### src/design/rsc_pkg.sv
// Shared types of the radial stick clamp.
`default_nettype none

package rsc_pkg;

  // Status that every serial arithmetic unit reports to the sequencer.
  typedef struct packed {
    logic busy;
  } rsc_stat_t;

endpackage

`default_nettype wire

### src/design/rsc_mul.sv
// Bit-serial shift-and-add multiplier, one multiplier bit per cycle.
`default_nettype none

module rsc_mul #(
  parameter int W = 16
) (
  input  wire logic               clk_i,
  input  wire logic               rst_ni,
  input  wire logic               start_i,
  input  wire logic [W-1:0]       a_i,
  input  wire logic [W-1:0]       b_i,
  output logic      [2*W-1:0]     prod_o,
  output rsc_pkg::rsc_stat_t      stat_o
);

  localparam int CW = $clog2(W + 1);

  logic [W-1:0]   a_q;
  logic [2*W-1:0] prod_q;
  logic [2*W-1:0] prod_d;
  logic [W:0]     sum;
  logic [CW-1:0]  cnt_q;
  logic           busy_q;

  // Add the multiplicand into the upper half when the current bit is set, then shift.
  always_comb begin
    sum    = {1'b0, prod_q[2*W-1:W]} + (prod_q[0] ? {1'b0, a_q} : {(W+1){1'b0}});
    prod_d = {sum, prod_q[W-1:1]};
  end

  always_ff @(posedge clk_i or negedge rst_ni) begin
    if (!rst_ni) begin
      busy_q <= 1'b0;
      cnt_q  <= '0;
    end else if (start_i) begin
      busy_q <= 1'b1;
      cnt_q  <= CW'(W);
    end else if (busy_q) begin
      cnt_q <= cnt_q - CW'(1);
      if (cnt_q == CW'(1)) begin
        busy_q <= 1'b0;
      end
    end
  end

  always_ff @(posedge clk_i) begin
    if (start_i) begin
      a_q    <= a_i;
      prod_q <= {{W{1'b0}}, b_i};
    end else if (busy_q) begin
      prod_q <= prod_d;
    end
  end

  assign prod_o      = prod_q;
  assign stat_o.busy = busy_q;

endmodule

`default_nettype wire

### src/design/rsc_sqrt.sv
// Digit-serial ceiling square root, one base-4 digit of the radicand per cycle.
`default_nettype none

module rsc_sqrt #(
  parameter int W = 16
) (
  input  wire logic               clk_i,
  input  wire logic               rst_ni,
  input  wire logic               start_i,
  input  wire logic [2*W-1:0]     v_i,
  output logic      [W-1:0]       root_o,
  output rsc_pkg::rsc_stat_t      stat_o
);

  localparam int CW = $clog2(W + 1);

  logic [2*W-1:0] v_q;
  logic [W:0]     rem_q;
  logic [W-1:0]   root_q;
  logic [CW-1:0]  cnt_q;
  logic           busy_q;
  logic [W+1:0]   r4;
  logic [W+1:0]   trial;
  logic [W+1:0]   diff;
  logic           ge;

  // Bring down the next digit and try root*4+1 against the partial remainder.
  always_comb begin
    r4    = {rem_q[W-1:0], v_q[2*W-1:2*W-2]};
    trial = {root_q, 2'b01};
    ge    = (r4 >= trial);
    diff  = r4 - trial;
  end

  always_ff @(posedge clk_i or negedge rst_ni) begin
    if (!rst_ni) begin
      busy_q <= 1'b0;
      cnt_q  <= '0;
    end else if (start_i) begin
      busy_q <= 1'b1;
      cnt_q  <= CW'(W);
    end else if (busy_q) begin
      cnt_q <= cnt_q - CW'(1);
      if (cnt_q == CW'(1)) begin
        busy_q <= 1'b0;
      end
    end
  end

  always_ff @(posedge clk_i) begin
    if (start_i) begin
      v_q    <= v_i;
      rem_q  <= '0;
      root_q <= '0;
    end else if (busy_q) begin
      v_q    <= {v_q[2*W-3:0], 2'b00};
      rem_q  <= ge ? diff[W:0] : r4[W:0];
      root_q <= {root_q[W-2:0], ge};
    end
  end

  // Round the floor root up when anything is left over.
  assign root_o      = root_q + W'(rem_q != '0);
  assign stat_o.busy = busy_q;

endmodule

`default_nettype wire

### src/design/rsc_div.sv
// Bit-serial restoring divider, one quotient bit per cycle.
`default_nettype none

module rsc_div #(
  parameter int W = 16
) (
  input  wire logic               clk_i,
  input  wire logic               rst_ni,
  input  wire logic               start_i,
  input  wire logic [2*W-1:0]     num_i,
  input  wire logic [W-1:0]       den_i,
  output logic      [W-1:0]       quo_o,
  output rsc_pkg::rsc_stat_t      stat_o
);

  localparam int CW = $clog2(W + 1);

  // The upper half of the dividend is below the divisor, so the quotient fits W bits.
  logic [W-1:0]  rem_q;
  logic [W-1:0]  lo_q;
  logic [W-1:0]  den_q;
  logic [CW-1:0] cnt_q;
  logic          busy_q;
  logic [W:0]    t;
  logic [W:0]    diff;
  logic          ge;

  always_comb begin
    t    = {rem_q, lo_q[W-1]};
    ge   = (t >= {1'b0, den_q});
    diff = t - {1'b0, den_q};
  end

  always_ff @(posedge clk_i or negedge rst_ni) begin
    if (!rst_ni) begin
      busy_q <= 1'b0;
      cnt_q  <= '0;
    end else if (start_i) begin
      busy_q <= 1'b1;
      cnt_q  <= CW'(W);
    end else if (busy_q) begin
      cnt_q <= cnt_q - CW'(1);
      if (cnt_q == CW'(1)) begin
        busy_q <= 1'b0;
      end
    end
  end

  // Shift dividend bits out of the low register and quotient bits in behind them.
  always_ff @(posedge clk_i) begin
    if (start_i) begin
      rem_q <= num_i[2*W-1:W];
      lo_q  <= num_i[W-1:0];
      den_q <= den_i;
    end else if (busy_q) begin
      rem_q <= ge ? diff[W-1:0] : t[W-1:0];
      lo_q  <= {lo_q[W-2:0], ge};
    end
  end

  assign quo_o       = lo_q;
  assign stat_o.busy = busy_q;

endmodule

`default_nettype wire

### src/design/radial_stick_clamp.sv
// Radial clamp of one analog-stick sample, top level.
//
// Each sample (in_x_i, in_y_i) is limited to a circle of radius cfg_radius_i. With a
// radius of zero, or with x*x + y*y not above radius*radius, the sample leaves unchanged.
// Otherwise the block takes d as the ceiling square root of x*x + y*y and returns
// x*radius/d and y*radius/d, each quotient truncated toward zero. All arithmetic is
// digit serial: three shift-add multipliers form x*x, y*y and radius*radius one bit a
// cycle, a base-4 root unit forms d one digit a cycle while two multipliers form
// |x|*radius and |y|*radius, and two restoring dividers produce one quotient bit a cycle.
// A sample that passes unchanged runs only the squaring pass and the compare, then
// goes to the output; a clamped sample runs the squaring pass, the compare, the root and
// scaled-product pass and the divide pass in that order. One sample is in work at
// a time; in_stall_o drops at the same edge that moves the result into the output
// register, so the next sample is taken while that result still waits to be drained.
// cfg_ready_o is always high; write the radius only while the block is idle.
`default_nettype none

module radial_stick_clamp #(
  parameter int AXIS_BITS = 16
) (
  input  wire logic                        clk_i,
  input  wire logic                        rst_ni,
  // configuration write beat
  input  wire logic                        cfg_valid_i,
  output logic                             cfg_ready_o,
  input  wire logic        [AXIS_BITS-2:0] cfg_radius_i,
  // sample input
  input  wire logic                        in_valid_i,
  output logic                             in_stall_o,
  input  wire logic signed [AXIS_BITS-1:0] in_x_i,
  input  wire logic signed [AXIS_BITS-1:0] in_y_i,
  // clamped sample output
  output logic                             out_valid_o,
  input  wire logic                        out_stall_i,
  output logic signed      [AXIS_BITS-1:0] out_x_o,
  output logic signed      [AXIS_BITS-1:0] out_y_o
);

  localparam int N = AXIS_BITS;

  typedef enum logic [2:0] {
    ST_IDLE,
    ST_SQR,
    ST_CMP,
    ST_ROOT,
    ST_DIV,
    ST_EMIT
  } state_e;

  state_e state_q;

  logic [N-2:0]        radius_q;
  logic [N-1:0]        radius_ext;

  // sample held while it is in work
  logic signed [N-1:0] raw_x_q, raw_y_q;
  logic [N-1:0]        mag_x_q, mag_y_q;
  logic                neg_x_q, neg_y_q;

  // result waiting for the output register
  logic signed [N-1:0] res_x_q, res_y_q;

  logic                out_valid_q;
  logic signed [N-1:0] out_x_q, out_y_q;

  logic [N-1:0]        in_mag_x, in_mag_y;
  logic                in_accept;
  logic                sq_start, prod_start, div_start;
  logic                mul_start;
  logic [N-1:0]        mx_a, mx_b, my_a, my_b;
  logic [2*N-1:0]      prod_x, prod_y, prod_r;
  logic [2*N-1:0]      dist2;
  logic                clamp;
  logic [N-1:0]        root;
  logic [N-1:0]        quo_x, quo_y;
  logic [N-1:0]        scl_x, scl_y;
  logic                units_idle;
  logic                slot_free;

  rsc_pkg::rsc_stat_t  stat_mx, stat_my, stat_mr, stat_rt, stat_dx, stat_dy;

  // Configuration: one register, always ready.
  assign cfg_ready_o = 1'b1;

  always_ff @(posedge clk_i or negedge rst_ni) begin
    if (!rst_ni) begin
      radius_q <= '0;
    end else if (cfg_valid_i && cfg_ready_o) begin
      radius_q <= cfg_radius_i;
    end
  end

  assign radius_ext = {1'b0, radius_q};

  // Magnitudes straight off the ports; the most negative code maps to 2^(N-1).
  assign in_mag_x = in_x_i[N-1] ? (~$unsigned(in_x_i) + N'(1)) : $unsigned(in_x_i);
  assign in_mag_y = in_y_i[N-1] ? (~$unsigned(in_y_i) + N'(1)) : $unsigned(in_y_i);

  assign in_stall_o = (state_q != ST_IDLE);
  assign in_accept  = in_valid_i && !in_stall_o;

  // Compare squared length against squared radius once all three squares are in.
  assign dist2 = prod_x + prod_y;
  assign clamp = (radius_q != '0) && (dist2 > prod_r);

  assign units_idle = !stat_mx.busy && !stat_my.busy && !stat_mr.busy &&
                      !stat_rt.busy && !stat_dx.busy && !stat_dy.busy;

  // Start the squares on accept; start root and scaled products together after compare.
  assign sq_start   = in_accept;
  assign prod_start = (state_q == ST_CMP) && clamp;
  assign div_start  = (state_q == ST_ROOT) && units_idle;
  assign mul_start  = sq_start || prod_start;

  // Square the axis on accept, multiply it by the radius afterwards.
  assign mx_a = (state_q == ST_IDLE) ? in_mag_x : mag_x_q;
  assign mx_b = (state_q == ST_IDLE) ? in_mag_x : radius_ext;
  assign my_a = (state_q == ST_IDLE) ? in_mag_y : mag_y_q;
  assign my_b = (state_q == ST_IDLE) ? in_mag_y : radius_ext;

  rsc_mul #(.W(N)) u_mul_x (
    .clk_i   (clk_i),
    .rst_ni  (rst_ni),
    .start_i (mul_start),
    .a_i     (mx_a),
    .b_i     (mx_b),
    .prod_o  (prod_x),
    .stat_o  (stat_mx)
  );

  rsc_mul #(.W(N)) u_mul_y (
    .clk_i   (clk_i),
    .rst_ni  (rst_ni),
    .start_i (mul_start),
    .a_i     (my_a),
    .b_i     (my_b),
    .prod_o  (prod_y),
    .stat_o  (stat_my)
  );

  rsc_mul #(.W(N)) u_mul_r (
    .clk_i   (clk_i),
    .rst_ni  (rst_ni),
    .start_i (sq_start),
    .a_i     (radius_ext),
    .b_i     (radius_ext),
    .prod_o  (prod_r),
    .stat_o  (stat_mr)
  );

  rsc_sqrt #(.W(N)) u_sqrt (
    .clk_i   (clk_i),
    .rst_ni  (rst_ni),
    .start_i (prod_start),
    .v_i     (dist2),
    .root_o  (root),
    .stat_o  (stat_rt)
  );

  rsc_div #(.W(N)) u_div_x (
    .clk_i   (clk_i),
    .rst_ni  (rst_ni),
    .start_i (div_start),
    .num_i   (prod_x),
    .den_i   (root),
    .quo_o   (quo_x),
    .stat_o  (stat_dx)
  );

  rsc_div #(.W(N)) u_div_y (
    .clk_i   (clk_i),
    .rst_ni  (rst_ni),
    .start_i (div_start),
    .num_i   (prod_y),
    .den_i   (root),
    .quo_o   (quo_y),
    .stat_o  (stat_dy)
  );

  // Restore the sign on the truncated quotients.
  assign scl_x = neg_x_q ? (~quo_x + N'(1)) : quo_x;
  assign scl_y = neg_y_q ? (~quo_y + N'(1)) : quo_y;

  assign slot_free = !out_valid_q || !out_stall_i;

  always_ff @(posedge clk_i or negedge rst_ni) begin
    if (!rst_ni) begin
      state_q     <= ST_IDLE;
      out_valid_q <= 1'b0;
      out_x_q     <= '0;
      out_y_q     <= '0;
      res_x_q     <= '0;
      res_y_q     <= '0;
      raw_x_q     <= '0;
      raw_y_q     <= '0;
      mag_x_q     <= '0;
      mag_y_q     <= '0;
      neg_x_q     <= 1'b0;
      neg_y_q     <= 1'b0;
    end else begin
      // Drop the output beat once it is taken, unless a new result replaces it.
      if (out_valid_q && !out_stall_i && (state_q != ST_EMIT)) begin
        out_valid_q <= 1'b0;
      end
      case (state_q)
        ST_IDLE: begin
          if (in_accept) begin
            raw_x_q <= in_x_i;
            raw_y_q <= in_y_i;
            mag_x_q <= in_mag_x;
            mag_y_q <= in_mag_y;
            neg_x_q <= in_x_i[N-1];
            neg_y_q <= in_y_i[N-1];
            state_q <= ST_SQR;
          end
        end
        ST_SQR: begin
          if (units_idle) begin
            state_q <= ST_CMP;
          end
        end
        ST_CMP: begin
          if (clamp) begin
            state_q <= ST_ROOT;
          end else begin
            res_x_q <= raw_x_q;
            res_y_q <= raw_y_q;
            state_q <= ST_EMIT;
          end
        end
        ST_ROOT: begin
          if (units_idle) begin
            state_q <= ST_DIV;
          end
        end
        ST_DIV: begin
          if (units_idle) begin
            res_x_q <= $signed(scl_x);
            res_y_q <= $signed(scl_y);
            state_q <= ST_EMIT;
          end
        end
        ST_EMIT: begin
          // Hold the result until the output register is free.
          if (slot_free) begin
            out_valid_q <= 1'b1;
            out_x_q     <= res_x_q;
            out_y_q     <= res_y_q;
            state_q     <= ST_IDLE;
          end
        end
        default: begin
          state_q <= ST_IDLE;
        end
      endcase
    end
  end

  assign out_valid_o = out_valid_q;
  assign out_x_o     = out_x_q;
  assign out_y_o     = out_y_q;

endmodule

`default_nettype wire

### config.mk
export PLATFORM = sky130hd
export DESIGN_NAME = radial_stick_clamp
export DESIGN_NICKNAME = d
export VERILOG_FILES = /design/src/design/rsc_pkg.sv /design/src/design/rsc_mul.sv /design/src/design/rsc_sqrt.sv /design/src/design/rsc_div.sv /design/src/design/radial_stick_clamp.sv
export SDC_FILE = /design/constraint.sdc
export NUM_CORES = 1
export LEC_CHECK = 0
export BUFFER_PORTS_ARGS = -buffer_cell sky130_fd_sc_hd__buf_2
export CORE_MARGIN = 1.5
export CORE_UTILIZATION = 45
export CTS_CLUSTER_DIAMETER = 30
export CTS_CLUSTER_SIZE = 10
export DETAILED_ROUTE_END_ITERATION = 6
export PLACE_DENSITY = 0.62
export SETUP_SLACK_MARGIN = 0.3
export SLEW_MARGIN = 20
export SYNTH_ARGS = -nofsm -noshare
export SYNTH_HDL_FRONTEND = slang
export SYNTH_SLANG_ARGS = --single-unit
### constraint.sdc
create_clock -name clk_i -period 7.9 [get_ports clk_i]
set_input_delay 1.185 -clock clk_i [delete_from_list [all_inputs] [get_ports clk_i]]
set_output_delay 1.185 -clock clk_i [all_outputs]
set_load 0.03 [all_outputs]
# Word-level counts from Yosys, hierarchy flattened
# Index checks and enable logic that the tools add are counted.
# totals
mem_count	0
regBits	473
inputBits	52
wordCells	199
romBits	0
mem_bits_rw	0
latchBits	0
# classes
n_bitwise	4
order_cmp	4
addsub	18
multipliers	0
mux	76
shifts	0
eq_ne	18
reduce_logical	37
div	0
# op_table
cell	count
16-bit two-way mux	28
16-bit by 1-bit adder with 16-bit output (second input constant)	4
32-bit two-way mux	2
16-bit NOT	4
16-bit one-hot mux with 2 select lines	2
5-bit two-way mux	12
15-bit two-way mux	3
16-bit by 16-bit adder with 17-bit output	2
17-bit by 16-bit greater-or-equal comparator with 1-bit output	2
32-bit adder	1
32-bit > comparator	1
16-bit subtractor	2
5-bit by 1-bit equality test with 1-bit output (second input constant)	6
5-bit by 1-bit subtractor with 5-bit output (second input constant)	6
1-bit two-way mux	21
18-bit greater-or-equal comparator	1
3-bit two-way mux	6
3-bit one-hot mux with 6 select lines	1
16-bit by 15-bit adder with 17-bit output	1
17-bit two-way mux	1
17-bit nonzero test	1
17-bit subtractor	1
16-bit by 1-bit adder with 16-bit output	1
15-bit nonzero test	1
other kinds (14)	47

# Depth between registers and ports, before layout
# depth
ltp_word	8
mapped_depth	22
ltp_nobuf	21

# Cells and area by module
# From an unflattened synthesis, not the netlist that was laid out.
# unflattened
hier_cells	2853
hier_area_um2	29258.1
# by_module_without_submodules
mod	cells_per_inst	instances	seq_area_each_um2	area_per_inst_um2
radial_stick_clamp	1141	1	3628.5	10176.0
rsc_mul	255	3	1431.4	2895.3
rsc_div	269	2	1591.5	3155.5
rsc_sqrt	409	1	1771.7	4085.2

# Worst setup path after synthesis
# OpenSTA, ideal clock, no wires.
# synth_path
kind	register to register
from	register u_mul_x.prod_q[0] (netlist: u_mul_x.prod_o[0])
to	register u_mul_x.a_q[0], enable pin
arrival_time_ps	5120
stages_incl_launch_ff	21
synth_period_minus_slack_ps	5498
n_path_buf	2
t_required_ps	7523
setup_slack_ps	2402
path_cell_list	edfxtp_1 -> ha_1 -> fa_1 -> a211oi_1 -> o211ai_1 -> a41o_1 -> a2111oi_0 -> nor2_1 -> o41ai_1 -> xnor2_1 -> ha_1 -> nand4_1 -> nor4_1 -> inv_1 -> a211o_1 -> a41o_1 -> nor3_4 -> nor2_4 -> inv_2 -> buf_4 -> buf_2
# synth_via
elab_chain_len	5
# synth_lines
element	line_no	text
start: declaration	rsc_mul.sv:19	logic [2*W-1:0] prod_q;
start signal: assignment	rsc_mul.sv:49	prod_q <= {{W{1'b0}}, b_i};
start signal: assignment	rsc_mul.sv:51	prod_q <= prod_d;
32-bit adder	radial_stick_clamp.sv:103	assign dist2 = prod_x + prod_y;
32-bit > comparator	radial_stick_clamp.sv:104	assign clamp = (radius_q != '0) && (dist2 > prod_r);
1-bit logical AND	radial_stick_clamp.sv:104	
1-bit logical AND	radial_stick_clamp.sv:111	assign prod_start = (state_q == ST_CMP) && clamp;
1-bit logical OR	radial_stick_clamp.sv:113	assign mul_start = sq_start || prod_start;
via mul_start	radial_stick_clamp.sv:69	logic mul_start;
end signal: assignment	rsc_mul.sv:48	a_q <= a_i;
end: declaration	rsc_mul.sv:18	logic [W-1:0] a_q;
# The timed path passes the listed nets, and every way through them passes these cells.
# A chain may end at the register's enable or synchronous reset.

# Worst setup path after layout
# layout_path
from	register u_mul_y.prod_q[0] (netlist: u_mul_y.prod_o[0])
to	register u_mul_x.cnt_q[1]
# layout_via
elab_chain_len	6
elab_cells_between_ends	7
cone_classes	add/sub: 1; order compare: 1; mux: 1; reduce/logical: 4
# layout_lines
element	line_no	text
start: declaration	rsc_mul.sv:19	
start signal: assignment	rsc_mul.sv:49	
start signal: assignment	rsc_mul.sv:51	
32-bit adder *	radial_stick_clamp.sv:103	
32-bit > comparator *	radial_stick_clamp.sv:104	
1-bit logical AND *	radial_stick_clamp.sv:104	
1-bit logical AND *	radial_stick_clamp.sv:111	
1-bit logical OR *	radial_stick_clamp.sv:113	
5-bit two-way mux or 2-bit nonzero test (tied branches)	--	
end signal: assignment	rsc_mul.sv:37	cnt_q <= CW'(W);
end signal: assignment	rsc_mul.sv:39	cnt_q <= cnt_q - CW'(1);
end: declaration	rsc_mul.sv:22	logic [CW-1:0] cnt_q;
# Every way passes the cells marked *; elsewhere a longest branch is shown, timed or not.

==> key figures <==
Synth
  – Count leader, synth: nand2_1
  – Yosys reg bits: 469
  – Yosys top cell by area: edfxtp_1
  – Asr flop ratio synth: 38.6%
  – Syn Inst Count: 2,885
  – Synth area leaders: edfxtp_1 23%, dfrtp_1 16%, ha_1 8.1%
  – Syn Area/Cell: 9.52 µm²
  – Post-Syn Area: 27,500 µm²
  – YS warnings: 0
  – Synth top area share: 22.5%
  – Top_reg_cell synth: edfxtp_1
  – Top cells by instance count after synthesis: 438 x nand2_1, 221 x nor2_1, 216 x o21ai_0
  – Number of synthesized flops with an enable pin: 206
  – Post-Syn Nets: 3,121
  – Synth cell types: 72
  – Sequential cell area fraction in the yosys report: 45.0%

Route
  – Post-route ant nets: 0
  – # DRC: 0
  – First-pass DRT Iterations: 5
  – Final WL: 74,800 µm
  – Vias: 21,700
  – DRT iter0 DRCs: 1,692
  – Wire per inst: 19.3 µm
  – Via/cell ratio: 5.61

STA
  – Fin. Hold Viols: 0
  – Final Max Tran Viols: 0
  – Period utilization: 83.1%
  – Slew @ Worst Pin: 1.04 ns
  – Max Clock Freq: 152 MHz
  – Tmin final: 6.56 ns
  – Min Hold Slack: 0.467 ns
  – Total negative slack: 0 ns
  – Finish-stage setup viols: 0
  – Rel. slew slack: 30.4%
  – RSZ-0062 raised after global routing: false
  – Setup Skew: 0.0644 ns

Clocking
  – Num CTS Buffers: 109
  – Clock slew at reported path FFs: 0.05 ns
  – H-tree Lvls: 3
  – Clock latency on the worst-skew pair: 0.68 ns
  – CTS Hold Buffers Added: 0
  – CTS resizes: 0
  – CTS tree: built
  – Sink Count: 469
  – Maximum clock insertion buffer count: 3
  – Root buffer cell: clkbuf_16
  – Setup Fix Bufs, Post-CTS: 0

Global route
  – M3 GR Usage: 3.63%
  – Met1 Usage GRT: 32.2%
  – Vias in the first global route: 21,000
  – Initial antenna violation count: 0
  – Grt ovf: 0
  – First-pass GRT wire length: 117,000 µm
  – Total GRT Usage: 23.8%
  – Most Crowded Layer GR: met2
  – Largest net degree at the start of global routing: 98
  – Met2 usage: 38.8%

Critical path
  – Critical Path Start Type: flop
  – CP delay by family, top: compound AO/OA/AOI/OAI gates
  – Crit path kind: reg2reg
  – Buf+Inv Stages, Crit Path: 3
  – CP max stage cell: a2111oi_0
  – Crit path max fanout: 54
  – Worst EP arrival: 7.09 ns
  – Worst reg-to-reg setup slack: 1.34 ns
  – Setup crit end kind: flop
  – Largest stage delay, worst path: 0.83 ns
  – Critical Path RT: 8.43 ns
  – CP Cell Sequence: ha_1, a211oi_1, o21ai_0, a2111oi_0, o32ai_1, a221oi_1, xnor2_1, ha_1, nand4_1, nor4_1, inv_1, o31ai_1, a41o_1, nor3_4, nor2_4, clkinv_2, buf_4, a211oi_1

Floorplan
  – FP Rows: 90
  – Die area: 62,500 µm²
  – Die Span X: 250 µm
  – Core ar.: 60,400 µm²
  – Chip height: 250 µm
  – # IOs: 87
  – Starting Density: 45.5%

Layout
  – Fin nets: 3,224
  – # diodes: 0
  – Layout cells sized above 1: 13.1%
  – Synth-to-Final Area Change: 18.8%

Status
  – Status: completed

Placed design
  – Detailed Place HPWL: 54,300 µm
  – GPL Wtd Cong: 0.915
  – Number of port buffers: 85

Pwr
  – PwrDens: 474 nW/µm²
  – Worst VDD drop: 0.000284 V
  – Pleak: 14.3 nW

Hold path
  – Type of the worst min-delay path: reg2reg

Flow run
  – Max_cap viols: 0
[metal layers]
layer  up-vias  part of all wire (%)
met5         -                     0
met4         0                   2.8
met3       133                   5.5
met2       602                    47
met1     10500                    44
li1      10500                     -
[flip-flops by register name, summed over array words and instances, names as in the netlist, 16 cells and up]
name            count
raw_y_q            16
u_sqrt.rem_q       17
out_y_o            16
u_mul_y.a_q        16
u_mul_y.prod_o     32
u_mul_r.prod_o     32
u_div_y.den_q      16
u_div_y.quo_o      16
u_div_x.quo_o      16
u_sqrt.root_q      16
u_div_x.rem_q      16
u_div_y.rem_q      16
raw_x_q            16
u_mul_x.a_q        16
res_x_q            16
out_x_o            16
u_mul_x.prod_o     32
res_y_q            16
u_sqrt.v_q         32
[where the power goes]
group	leakage (nW)	internal (W)	switching, W
sequential	4.91	0.00350	0.000826
clock	1.96	0.00331	0.00149
combinational	7.46	0.00267	0.00368
[area by class of cell]
| cell class | count | area (µm²) |
|---|---|---|
| flip-flops and latches | 469 | 12400 |
| well taps | 782 | 978 |
| repair buffers | 107 | 599 |
| clock inverters | 63 | 935 |
| inverters | 146 | 549 |
| clock buffers | 144 | 3080 |
| fillers | 5290 | 27700 |
| multi-input cells | 2155 | 14100 |
[per-stage QoR]
stage	util [%]	cell area [µm²]	setup slack [ns]	total power (W)	instances
2_1_floorplan	-	27500	2.40	0.00888	2885
6_report	54.1	32600	1.34	0.0155	3866
3_3_place_gp	47.4	28600	1.57	0.0104	3659
3_5_place_dp	47.4	28600	1.52	0.0106	3659
5_1_grt	54.1	32600	0.851	0.0165	3866
4_1_cts	54.0	32600	1.45	0.0155	3866
[worst reg2reg max path, stage by stage (launching register included)]
cell	delay, ns
edfxtp_1	0.61
ha_1	0.35
a211oi_1	0.29
o21ai_0	0.19
a2111oi_0	0.83
o32ai_1	0.35
a221oi_1	0.39
xnor2_1	0.15
ha_1	0.31
nand4_1	0.15
nor4_1	0.46
inv_1	0.12
o31ai_1	0.26
a41o_1	0.40
nor3_4	0.08
nor2_4	0.30
clkinv_2	0.41
buf_4	0.47
a211oi_1	0.31
[cell families after synthesis]
| kind of cell | after synthesis | share of synthesized area [%] |
|---|---|---|
| flops | 469 | 45.0 |
| simple gates | 977 | 16.1 |
| compound gates | 653 | 14.7 |
| mux | 165 | 6.39 |
| fa+ha+maj | 184 | 8.55 |
| other cells | 1 | 0.0137 |
| buf+inv | 261 | 3.67 |
| xor+xnor | 175 | 5.58 |
[cell usage in the layout (no fill, tap or decap), types with 83 or more instances in the layout]
cell type	synthesis	final
ha_1	178	178
dfrtp_1	181	180
buf_2	16	84
a21oi_1	163	163
xnor2_1	99	99
nand2_1	438	437
clkbuf_16	0	112
o21ai_0	216	216
edfxtp_1	206	206
mux2_2	83	83
nor2_1	221	221
inv_1	144	143
[final timing paths]
path / from / endpoint / depth (start not counted)
max in group asynchronous: rst_ni / res_x_q[3]$_DFFE_PN0P_ / 2
min in group asynchronous: rst_ni / raw_y_q[6]$_DFFE_PN0P_ / 1
hold / removal: raw_x_q[14]$_DFFE_PN0P_ / raw_x_q[14]$_DFFE_PN0P_ / 2
setup reg to reg: u_mul_y.prod_o[0]$_DFFE_PP_ / u_mul_x.cnt_q[1]$_DFFE_PN0P_ / 18
setup / recovery: u_mul_y.prod_o[0]$_DFFE_PP_ / u_mul_x.cnt_q[1]$_DFFE_PN0P_ / 18
hold reg to reg: raw_x_q[14]$_DFFE_PN0P_ / raw_x_q[14]$_DFFE_PN0P_ / 2
Note: power is estimated with default switching activity, not from simulation.
